## config.mk

```make
export PLATFORM = sky130hd
export DESIGN_NAME = hwf_mac
export DESIGN_NICKNAME = d
export VERILOG_FILES = /design/src/rtl/core/hwf_pkg.sv /design/src/rtl/core/hwf_mac.sv
export SDC_FILE = /design/constraint.sdc
export NUM_CORES = 2
export LEC_CHECK = 0
export ABC_AREA = 1
export BUFFER_PORTS_ARGS = -buffer_cell sky130_fd_sc_hd__buf_2
export CAP_MARGIN = 10
export CORE_UTILIZATION = 40
export DETAILED_ROUTE_END_ITERATION = 8
export PLACE_DENSITY = 0.67
export REMOVE_ABC_BUFFERS = 1
export SETUP_SLACK_MARGIN = 0.15
export SYNTH_ARGS = -nofsm -noshare
export SYNTH_HDL_FRONTEND = slang
export SYNTH_SLANG_ARGS = --single-unit
```

## constraint.sdc

```tcl
create_clock -name clk -period 3.1 [get_ports clk]
set_input_delay 0 -clock clk [delete_from_list [all_inputs] [get_ports clk]]
set_output_delay 0 -clock clk [all_outputs]
set_load 0.01 [all_outputs]
```

## src/rtl/core/hwf_pkg.sv

```systemverilog
// ----------------------------------------------------------------------------
// hwf_pkg
// Shared widths, codes and types of the Holt-Winters forecaster.
// ----------------------------------------------------------------------------
`default_nettype none

package hwf_pkg;

	localparam int SEASON_LEN = 12;
	localparam int SLOT_W     = $clog2(SEASON_LEN);
	localparam int SEEN_W     = $clog2(SEASON_LEN + 2);
	localparam int MAX_STEPS  = 12;

	localparam int GAIN_W     = 17;
	localparam int SALE_W     = 16;
	localparam int HOR_W      = 4;
	localparam int OUT_W      = 25;
	localparam int LEVEL_W    = 40;
	localparam int DIFF_W     = LEVEL_W + 1;
	localparam int FT_W       = LEVEL_W + HOR_W;
	localparam int FACTOR_W   = 24;
	localparam int FRAC_W     = 16;
	localparam int LO_W       = 24;
	localparam int OUT_SH     = 32;

	localparam int OPND_W     = 25;
	localparam int PROD_W     = 2 * OPND_W;
	localparam int ACC_W      = 66;

	localparam int QUO_W      = FACTOR_W;
	localparam int DIVR_W     = LEVEL_W;
	localparam int RATIO_SH   = 32;
	localparam int HEAD_W     = SALE_W + RATIO_SH - QUO_W;

	localparam int CFG_IDX_W  = 2;
	localparam logic [CFG_IDX_W-1:0] CFG_LEVEL_GAIN  = 2'd0;
	localparam logic [CFG_IDX_W-1:0] CFG_TREND_GAIN  = 2'd1;
	localparam logic [CFG_IDX_W-1:0] CFG_SEASON_GAIN = 2'd2;

	localparam logic OP_SAMPLE   = 1'b0;
	localparam logic OP_FORECAST = 1'b1;

	localparam logic [1:0] SH_0  = 2'd0;
	localparam logic [1:0] SH_16 = 2'd1;
	localparam logic [1:0] SH_24 = 2'd2;

	typedef struct packed {
		logic       issue;
		logic       clear;
		logic [1:0] shift;
	} mac_cmd_t;

endpackage

`default_nettype wire

```

## src/rtl/core/hwf_mac.sv

```systemverilog
// ----------------------------------------------------------------------------
// hwf_mac
// Shared signed multiplier with a registered product and a shifting
// accumulator. The result is readable once it has passed the product register and then the accumulator register.
// ----------------------------------------------------------------------------
`default_nettype none

module hwf_mac import hwf_pkg::*; (
	input  logic                     clk,
	input  logic                     arst_n,
	input  mac_cmd_t                 cmd,
	input  logic signed [OPND_W-1:0] opnd_a,
	input  logic signed [OPND_W-1:0] opnd_b,
	output logic signed [ACC_W-1:0]  acc
);

	mac_cmd_t                 cmd_s1;
	logic signed [PROD_W-1:0] prod_s1;
	logic signed [ACC_W-1:0]  prod_ext;
	logic signed [ACC_W-1:0]  term;
	logic signed [ACC_W-1:0]  base;
	logic signed [ACC_W-1:0]  acc_q;

	always_ff @(posedge clk or negedge arst_n) begin
		if (!arst_n) begin
			cmd_s1 <= '0;
		end else begin
			cmd_s1 <= cmd;
		end
	end

	always_ff @(posedge clk) begin
		if (cmd.issue) begin
			prod_s1 <= opnd_a * opnd_b;
		end
	end

	assign prod_ext = ACC_W'(prod_s1);

	always_comb begin
		unique case (cmd_s1.shift)
			SH_16:   term = prod_ext <<< FRAC_W;
			SH_24:   term = prod_ext <<< LO_W;
			default: term = prod_ext;
		endcase
	end

	assign base = cmd_s1.clear ? ACC_W'(0) : acc_q;

	always_ff @(posedge clk) begin
		if (cmd_s1.issue) begin
			acc_q <= base + term;
		end
	end

	assign acc = acc_q;

endmodule

`default_nettype wire

```

==> results.toml <==
[run_status]
status = "finished with violations"
violations = "negative setup slack"

[detailed_routing]
drc = 0
antenna_left = 0
drt_wl_total_um = 125700
wl_per_cell_um = 18.72
vias = 33710
drt_iter0_markers = 2528
via_per_inst = 5.020
drt_first_pass_iters = 5

[critical_path]
r2r-start = "cmd_s1[0]"
r2r_slack_ns = -0.13
cp_num_cells = 27
cp.buffers_inverters = 14
cp.arrival_ns = 5.73
cp-end-kind = "flop"
slowest_delay_ns = 0.57
worstPathRequired_ns = 3.31
crit_family = "adder cells"
start_kind = "input pin"
r2r-end = "acc[60]"
path_class = "input pin to flop"
rr_worst_depth = 17
critPathSlowestCell = "fa_1"
crit_fanout = 6

[cts]
clk_latency_ns = 0.46
clockBufferDepth = 2
tritoncts = "yes"
cts_buffers = 17
htreeDepth = 4
clkSinkCount = 120
clkTransAtPathRegs_ns = 0.06
cts-root-buf = "clkbuf_16"

[place]
portBuffers = 121
dpl.hpwl_um = 96880
gp_congestion = 0.9674
place_area_um2 = 41640
pre_cts_ws_ns = -3.160
dp.cells = 6510

[grt]
top_usage_layer = "met2"
use_met2 = 0.4935
grt_pass1_vias = 35860
use_met3 = 0.02675
grt_usage = 0.2753
antenna_found_initial = 0
grt_max_degree = 33
overflow = 0
grtUsageMet1 = 0.3333
grt_pass1_wl_um = 191300

[synthesis]
yosys_warnings = 0
synth_ff_type = "edfxtp_1"
ys_seq_elements = 120
ys_seq_area_frac = 0.1018
synthTopCellsByArea = "fa_1 (37%), inv_1 (15%), nand2_1 (14%)"
synth-xor-area-share = 0.01867
synth_top_family_by_area = "adder cells"
muxShareOfSynthArea = 0
yosysTopAreaCell = "fa_1"
postSynth.asyncResetShare = 0.03333
ys_types = 41
netlist.area_leader.share = 0.3749
synthAdderAreaFrac = 0.4489
synth_enable_flop_cells = 116
syn-instance-count = 4791
synth_compound_area_frac = 0.05092
avgSynthCellArea_um2 = 7.344
synthesis.area_um2 = 35190
yosys.area_share.simple = 0.2121

[timing]
finalHoldViolCount = 0
setup_tns_ns = -92.48
tightest_slew_ns = 0.8819
maxSlewViolCount = 0
setup_viol = 69
setup_slack_ns = -2.425
rsz0062_at_grt = "yes"
finalCritPeriodShare = 1.782
relSlewSlack = 0.4058
min_period_ns = 5.525
fin_worst_skew_ns = 0.01706
fmax_mhz = 181.0

[floorplan]
io_pins = 122
row_count = 108
start_util = 0.4050
core_um2 = 86890
dieArea_um2 = 89160
dieWidth_um = 298.6
fp.dieH_um = 298.6

[min_path]
hold-path-endpoint = "cmd_s1[3]"
hp-start = "cmd[3]"
min_delay_path_depth = 1
hold_class = "input pin to flop"

[final_layout]
drive_gt1_frac = 0.3733
final-instance-count-excl-fill = 6714
final_area_um2 = 50930
finalNetCount = 6470
syn2layout_area_growth_pct = 44.74
diodes = 0

[job]
max-cap-violations = 0
metrics by stage:
| step | hold WS [ns] | utilization |
|---|---|---|
| finish | 0.06385 | 0.5862 |
| global route | 0.08940 | 0.5862 |
| CTS | 0.07431 | 0.5555 |
| detailed placement | -0.1930 | 0.4792 |
| global placement | -0.1956 | 0.4792 |
| floorplan | -0.2956 | - |
layout make-up:
class | count | area, µm²
clock buffer | 17 | 425.4
clock inverter | 14 | 171.4
fill | 7177 | 35960
inverter | 1396 | 5303
multi-input combinational | 3101 | 31540
sequential | 120 | 3587
tap | 1155 | 1445
timing repair buffer | 911 | 8458
worst max path at each step:
stage	start	to	slack (ns)
detailed placement	opnd_a[19]	prod_s1[43]	-3.16
global placement	opnd_a[12]	prod_s1[41]	-3.12
floorplan	opnd_a[24]	prod_s1[49]	-2.55
finish	opnd_b[12]	prod_s1[26]	-2.42
global route	opnd_b[1]	prod_s1[42]	-2.56
CTS	opnd_b[4]	prod_s1[49]	-2.25
cells by family (layout without fill, tap and decap cells):
| group | Yosys count | count (layout) |
|---|---|---|
| AO/OA/AOI/OAI | 302 | 302 |
| XOR/XNOR | 75 | 75 |
| adder cells (fa/ha/maj) | 867 | 867 |
| buffers and inverters | 1570 | 2338 |
| flip-flops | 120 | 120 |
| AND/OR/NAND/NOR | 1857 | 1857 |
per-layer routing:
| metal | share of wire | vias to the layer above |
|---|---|---|
| met2 | 0.50 | 1392 |
| li1 | - | 15350 |
| met1 | 0.38 | 16500 |
| met5 | 0 | - |
| met4 | 0.067 | 0 |
| met3 | 0.059 | 468 |
synth_stat cells, types with 3 or more instances:
library cell and number:
inv_1 1389, nand2_1 1328, fa_1 659, nor2_1 302, ha_1 208, clkbuf_1 165
a21oi_1 138, edfxtp_1 116, nand3_1 100, o21ai_0 69, xor2_1 54, nand4_1 35
nand2_2 33, o21bai_1 25, xnor2_1 21, nor2_2 16, a221o_1 15, nor3_1 15
o221ai_1 13, o211ai_1 12, a21o_1 6, nand3_2 6, o22ai_1 6, a21boi_0 5
a21oi_2 5, buf_1 5, inv_2 5, nor4_1 5, or2_2 5, buf_2 4
dfrtp_1 4, o21ai_1 4, nor2_4 3, nor4_2 3
cell usage in the layout (no fill, tap or decap), types with 57 or more instances in the layout:
cell type / netlist / final
inv_1: 1389 / 1212
nand2_1: 1328 / 1008
fa_1: 659 / 607
buf_4: 0 / 563
nand2_2: 33 / 240
buf_6: 0 / 174
inv_2: 5 / 165
nor2_1: 302 / 165
edfxtp_1: 116 / 116
nor2_4: 3 / 105
ha_4: 0 / 105
nand2_4: 0 / 100
ha_1: 208 / 97
buf_2: 4 / 75
a21oi_2: 5 / 65
buf_12: 0 / 58
nand3_1: 100 / 57
flip-flops by register name, indices dropped and copies added, names as in the netlist:
| signal | flops |
|---|---|
| acc | 66 |
| cmd_s1 | 4 |
| prod_s1 | 50 |
what timing repair did:
| item | 4_1_cts | 5_1_grt |
|---|---|---|
| cloned | 11 | 1 |
| buffers inserted | 108 | 48 |
| hold buffers | 5 | 0 |
| hold endpoints to repair | 7 | 0 |
| resized for setup | 1225 | 594 |
| pin swaps | 399 | 436 |
| setup endpoints to repair | 102 | 100 |
Power is not shown: default switching activity piles up to over one toggle a cycle in this logic, so the estimate is an artifact.
