File: src/rtl/core/hwf_pkg.sv
// ----------------------------------------------------------------------------
// hwf_pkg
// Shared widths, codes and types of the Holt-Winters forecaster.
// ----------------------------------------------------------------------------
`default_nettype none

package hwf_pkg;

	localparam int SEASON_LEN = 12;
	localparam int SLOT_W     = $clog2(SEASON_LEN);
	localparam int SEEN_W     = $clog2(SEASON_LEN + 2);
	localparam int MAX_STEPS  = 12;

	localparam int GAIN_W     = 17;
	localparam int SALE_W     = 16;
	localparam int HOR_W      = 4;
	localparam int OUT_W      = 25;
	localparam int LEVEL_W    = 40;
	localparam int DIFF_W     = LEVEL_W + 1;
	localparam int FT_W       = LEVEL_W + HOR_W;
	localparam int FACTOR_W   = 24;
	localparam int FRAC_W     = 16;
	localparam int LO_W       = 24;
	localparam int OUT_SH     = 32;

	localparam int OPND_W     = 25;
	localparam int PROD_W     = 2 * OPND_W;
	localparam int ACC_W      = 66;

	localparam int QUO_W      = FACTOR_W;
	localparam int DIVR_W     = LEVEL_W;
	localparam int RATIO_SH   = 32;
	localparam int HEAD_W     = SALE_W + RATIO_SH - QUO_W;

	localparam int CFG_IDX_W  = 2;
	localparam logic [CFG_IDX_W-1:0] CFG_LEVEL_GAIN  = 2'd0;
	localparam logic [CFG_IDX_W-1:0] CFG_TREND_GAIN  = 2'd1;
	localparam logic [CFG_IDX_W-1:0] CFG_SEASON_GAIN = 2'd2;

	localparam logic OP_SAMPLE   = 1'b0;
	localparam logic OP_FORECAST = 1'b1;

	localparam logic [1:0] SH_0  = 2'd0;
	localparam logic [1:0] SH_16 = 2'd1;
	localparam logic [1:0] SH_24 = 2'd2;

	typedef struct packed {
		logic       issue;
		logic       clear;
		logic [1:0] shift;
	} mac_cmd_t;

endpackage

`default_nettype wire

File: src/rtl/core/hwf_div.sv
// ----------------------------------------------------------------------------
// hwf_div
// Radix-2 restoring divider for the seasonal ratio sale * 2^32 / level,
// saturated to the factor width. One quotient bit per cycle.
// ----------------------------------------------------------------------------
`default_nettype none

module hwf_div import hwf_pkg::*; (
	input  logic              clk,
	input  logic              arst_n,
	input  logic              start,
	input  logic [SALE_W-1:0] sale,
	input  logic [DIVR_W-1:0] divisor,
	output logic              done,
	output logic [QUO_W-1:0]  quotient
);

	localparam int CNT_W = $clog2(QUO_W + 1);

	logic             busy_q;
	logic             done_q;
	logic [CNT_W-1:0] cnt_q;
	logic [DIVR_W-1:0] rem_q;
	logic [DIVR_W-1:0] dvs_q;
	logic [QUO_W-1:0]  quo_q;
	logic [HEAD_W-1:0] head;
	logic [DIVR_W-1:0] head_ext;
	logic              sat;
	logic [DIVR_W:0]   rem2;
	logic [DIVR_W:0]   diff;

	// top part of the dividend; quotient overflows when it reaches the divisor
	assign head     = {sale, (HEAD_W - SALE_W)'(0)};
	assign head_ext = DIVR_W'(head);
	assign sat      = (head_ext >= divisor);
	assign rem2     = {rem_q, 1'b0};
	assign diff     = rem2 - {1'b0, dvs_q};

	always_ff @(posedge clk or negedge arst_n) begin
		if (!arst_n) begin
			busy_q <= 1'b0;
			done_q <= 1'b0;
			cnt_q  <= '0;
		end else begin
			done_q <= 1'b0;
			if (start) begin
				if (sat) begin
					busy_q <= 1'b0;
					done_q <= 1'b1;
				end else begin
					busy_q <= 1'b1;
					cnt_q  <= CNT_W'(QUO_W);
				end
			end else if (busy_q) begin
				cnt_q <= cnt_q - 1'b1;
				if (cnt_q == CNT_W'(1)) begin
					busy_q <= 1'b0;
					done_q <= 1'b1;
				end
			end
		end
	end

	always_ff @(posedge clk) begin
		if (start) begin
			dvs_q <= divisor;
			rem_q <= head_ext;
			quo_q <= sat ? '1 : '0;
		end else if (busy_q) begin
			if (!diff[DIVR_W]) begin
				rem_q <= diff[DIVR_W-1:0];
				quo_q <= {quo_q[QUO_W-2:0], 1'b1};
			end else begin
				rem_q <= rem2[DIVR_W-1:0];
				quo_q <= {quo_q[QUO_W-2:0], 1'b0};
			end
		end
	end

	assign done     = done_q;
	assign quotient = quo_q;

endmodule

`default_nettype wire

File: config.mk
export PLATFORM = sky130hd
export DESIGN_NAME = hwf_div
export DESIGN_NICKNAME = d
export VERILOG_FILES = /design/src/rtl/core/hwf_pkg.sv /design/src/rtl/core/hwf_div.sv
export SDC_FILE = /design/constraint.sdc
export NUM_CORES = 1
export LEC_CHECK = 0
export BUFFER_PORTS_ARGS = -buffer_cell sky130_fd_sc_hd__buf_4
export CAP_MARGIN = 20
export CORE_MARGIN = 1.5
export CORE_UTILIZATION = 54
export DETAILED_ROUTE_END_ITERATION = 12
export PLACE_DENSITY_LB_ADDON = 0.1
export SKIP_LAST_GASP = 1
export SLEW_MARGIN = 20
export SYNTH_ARGS = -nofsm -noshare
export SYNTH_HDL_FRONTEND = slang
export SYNTH_SLANG_ARGS = --single-unit
File: constraint.sdc
create_clock -name clk -period 2.6 [get_ports clk]
set_clock_uncertainty 0.1 [all_clocks]
set_input_delay 0.26 -clock clk [delete_from_list [all_inputs] [get_ports clk]]
set_output_delay 0.26 -clock clk [all_outputs]
set_load 0.03 [all_outputs]
==> flow_metrics.tcl <==
set metrics [dict create \
    fin_crit_ps 3008 \
    grt.overflow.total 0 \
    fin_crit_sh 1.157 \
    die_y_um 117.4 \
    core_area_um2 12720 \
    crit_path_start_kind "flop" \
    hpwl_um 14180 \
    h-tree-depth 3 \
    drc 0 \
    fmax_mhz 332.4 \
    avgRoutedWirePerCell_um 19.26 \
    clock-sinks 111 \
    reg2reg_to "rem_q[14]" \
    total_power_mw 6.454 \
    viasPerCell 5.930 \
    root_buffer "clkbuf_16" \
    grt_pass1_vias 6998 \
    syn2layout_area_growth_pct 52.66 \
    worstSetupStartpoint "rem_q[14]" \
    synth_nets 856 \
    grt_pass1_wl_um 34200 \
    critPathMaxFanout 5 \
    worstHoldStart "sale[1]" \
    hold_class "in -> reg" \
    antenna_cells 0 \
    rrSetupSlack_ps -410 \
    path_clk_slew_ps 80 \
    synthArstFlopShare 0.06306 \
    worst_pin_slew_ps 728.7 \
    cp.required_ps 2590 \
    rsz0062_at_grt "yes" \
    worstReg2RegStart "rem_q[14]" \
    synth_cells 739 \
    ff2ff_path_depth 11 \
    critPathKind "reg -> reg" \
    synth_area_um2 7071 \
    core.rowCount 41 \
    maxSlewViolCount 0 \
    slew_headroom 0.5100 \
    clockBufferDepth 2 \
    min_to "rem_q[9]" \
    fin_ws_ps -408.0 \
    setup_viol 40 \
    status "finished with violations" \
    final_cell_count_no_fill 1193 \
    hold_viol 0 \
    cts_tree "built" \
    die_width_um 117.4 \
    synth.distinct_cells 65 \
    fin_util 0.8484 \
    violations "negative setup slack" \
    grt_max_degree 70 \
    initial_utilization 0.5558 \
    floorplan.die_area_um2 13790 \
    synth_area_per_cell_um2 9.568 \
    clock_latency_ps 370 \
    ys.flop_type "edfxtp_1" \
    numCtsBuffers 9 \
    nNetsFinal 1133 \
    power.density_nw_per_um2 597.9 \
    p_leak_nw 4.718 \
    globalplace.congestion 0.9201 \
    io_pins 84 \
    track_usage 0.3086 \
    drtIter0Drc 495 \
    antenna_found_initial 0 \
    final_antenna_net_count 0 \
    wirelength_um 22980 \
    worst_hold_path.num_cells 3 \
    synth-seq-area-share 0.4325 \
    cp.arrival_ps 3000 \
    dp.cells 1099 \
    peakVddDrop_uv 458.1 \
    synth-seq-cells 111 \
    yosysWarnings 0 \
    synth_edf_count 80 \
    first_pass_iters 5 \
    port_buffers 83 \
    layout-drive-gt1-share 0.3967 \
    crit_path_end_kind "flop" \
    vias 7075 \
    max_cap_viol_count 0 \
    fillCellCount 740 \
]
==> layer usage <==
layer  up-vias  track usage  share of wire
met5         -            0              0
met1      3423       0.3790           0.40
met2       306       0.5438           0.51
li1       3270            -              -
met4         0       0.1227          0.038
met3        76      0.04718          0.059
==> state kept, by name, indices dropped and copies added, names as in the netlist <==
register  cells
busy_q        1
cnt_q         5
done          1
dvs_q        40
quotient     24
rem_q        40
==> cell usage in the layout, fill, tap and decap left out, drive strengths merged, types with 4 or more instances in the layout <==
master,n
buf,256
edfxtp,80
inv,72
a21oi,64
nand2,63
o21ai,58
ha,57
dlygate4sd3,41
nor2,38
o21a,29
dfxtp,24
xnor2,20
nand3,18
a21o,15
xor2,15
a211oi,14
nor3,14
clkbuf,11
a32oi,10
nand4,9
o211ai,9
o21bai,9
nand2b,8
nor4,8
nor2b,7
dfrtp,7
mux2i,7
a311oi,4
==> logic make-up (layout without fill, tap and decap cells) <==
group	count (synthesis)	count (layout)	share of synthesized area
xor gates and xnor gates	35	35	0.04336
muxes	7	7	0.009910
buffers and inverters	102	384	0.06070
DFF	111	111	0.4325
adders and majority gates	58	58	0.1037
AOI/OAI and AO/OA	245	245	0.2272
and+or+nand+nor	181	181	0.1226
==> critical path, stage by stage (launching register included) <==
cell      delay (ps)
edfxtp_1         470
ha_4             300
a21oi_2          180
o21ai_1          120
a31oi_1          180
o21ai_2          110
or4b_4           570
nand3_4          140
buf_6            140
buf_12           130
mux2i_1          190
o21ai_1          100
==> power breakdown <==
| group | total, mW | internal [mW] | switching [mW] |
|---|---|---|---|
| Sequential | 2.23 | 2.09 | 0.134 |
| Clock | 1.51 | 0.781 | 0.725 |
| Combinational | 2.72 | 1.35 | 1.37 |
==> per-stage QoR <==
step / setup TNS [ps] / hold slack (ps) / instance area (µm²) / worst slack [ps]
2_1_floorplan: -1556 / -135.6 / 7184 / -145.4
3_3_place_gp: -7525 / -26.49 / 8922 / -277.1
3_5_place_dp: -11550 / -22.84 / 8922 / -378.4
4_1_cts: -8516 / 87.09 / 10240 / -292.6
5_1_grt: -15070 / 106.3 / 10790 / -507.6
6_report: -10680 / 96.23 / 10790 / -408.0
==> how the worst max path moves through the flow <==
stage / depth (start not counted) / slack [ps] / end
2_1_floorplan: 12 / -150 / rem_q[9]
3_3_place_gp: 11 / -280 / rem_q[37]
3_5_place_dp: 12 / -380 / rem_q[8]
4_1_cts: 13 / -290 / rem_q[7]
5_1_grt: 11 / -510 / rem_q[14]
6_report: 11 / -410 / rem_q[14]
==> cell usage after synthesis, types with 2 or more instances <==
cell	number	area (µm²)
inv_1	68	255.2
o211a_1	3	30.03
nor3_1	14	70.07
mux2i_1	7	70.07
and2_1	3	18.77
a311oi_1	4	35.03
dfxtp_1	24	480.5
a211oi_2	5	62.56
dfrtp_1	7	175.2
xor2_1	15	131.4
o41ai_1	2	17.52
o211ai_1	9	67.56
buf_4	3	22.52
a21o_1	15	112.6
nor2_1	38	142.6
a31oi_1	3	18.77
ha_1	57	713.2
o21a_1	29	217.7
o22ai_1	3	18.77
nand3_1	17	85.08
nor4b_1	2	17.52
nand2b_1	8	50.05
o31ai_1	3	22.52
o21ai_0	43	215.2
a21boi_0	2	15.01
o2111ai_1	2	17.52
nor2b_1	7	43.79
a32oi_1	10	87.58
a21oi_1	64	320.3
o21ai_1	15	75.07
edfxtp_1	80	2402
o21bai_1	9	67.56
buf_2	4	20.02
nand2_1	63	236.5
nand4_1	9	56.30
and3_1	3	18.77
buf_6	4	45.04
nor3b_1	2	15.01
xnor2_1	20	175.2
a211oi_1	9	67.56
clkbuf_1	21	78.83
o31a_1	3	26.28
nor4_1	8	50.05
==> layout make-up <==
type	instances	area [µm²]	share of cell area
clock inverters	7	96.34	0.008925
clock buffers	9	225.2	0.02086
repair buffers	299	2542	0.2355
flip-flops and latches	111	3058	0.2833
well taps	172	215.2	0.01994
multi-input cells	526	4398	0.4074
inverters	69	259.0	0.02399
==> what timing repair did <==
action | in CTS | in global routing
setup buffers | 16 | 19
pin swaps | 34 | 50
hold buffers | 41 | 0
endpoints found under the hold margin | 47 | 0
setup endpoints to repair | 41 | 71
gates resized for setup | 84 | 87
gates cloned | 4 | 2
(Power assumes the default switching activity.)
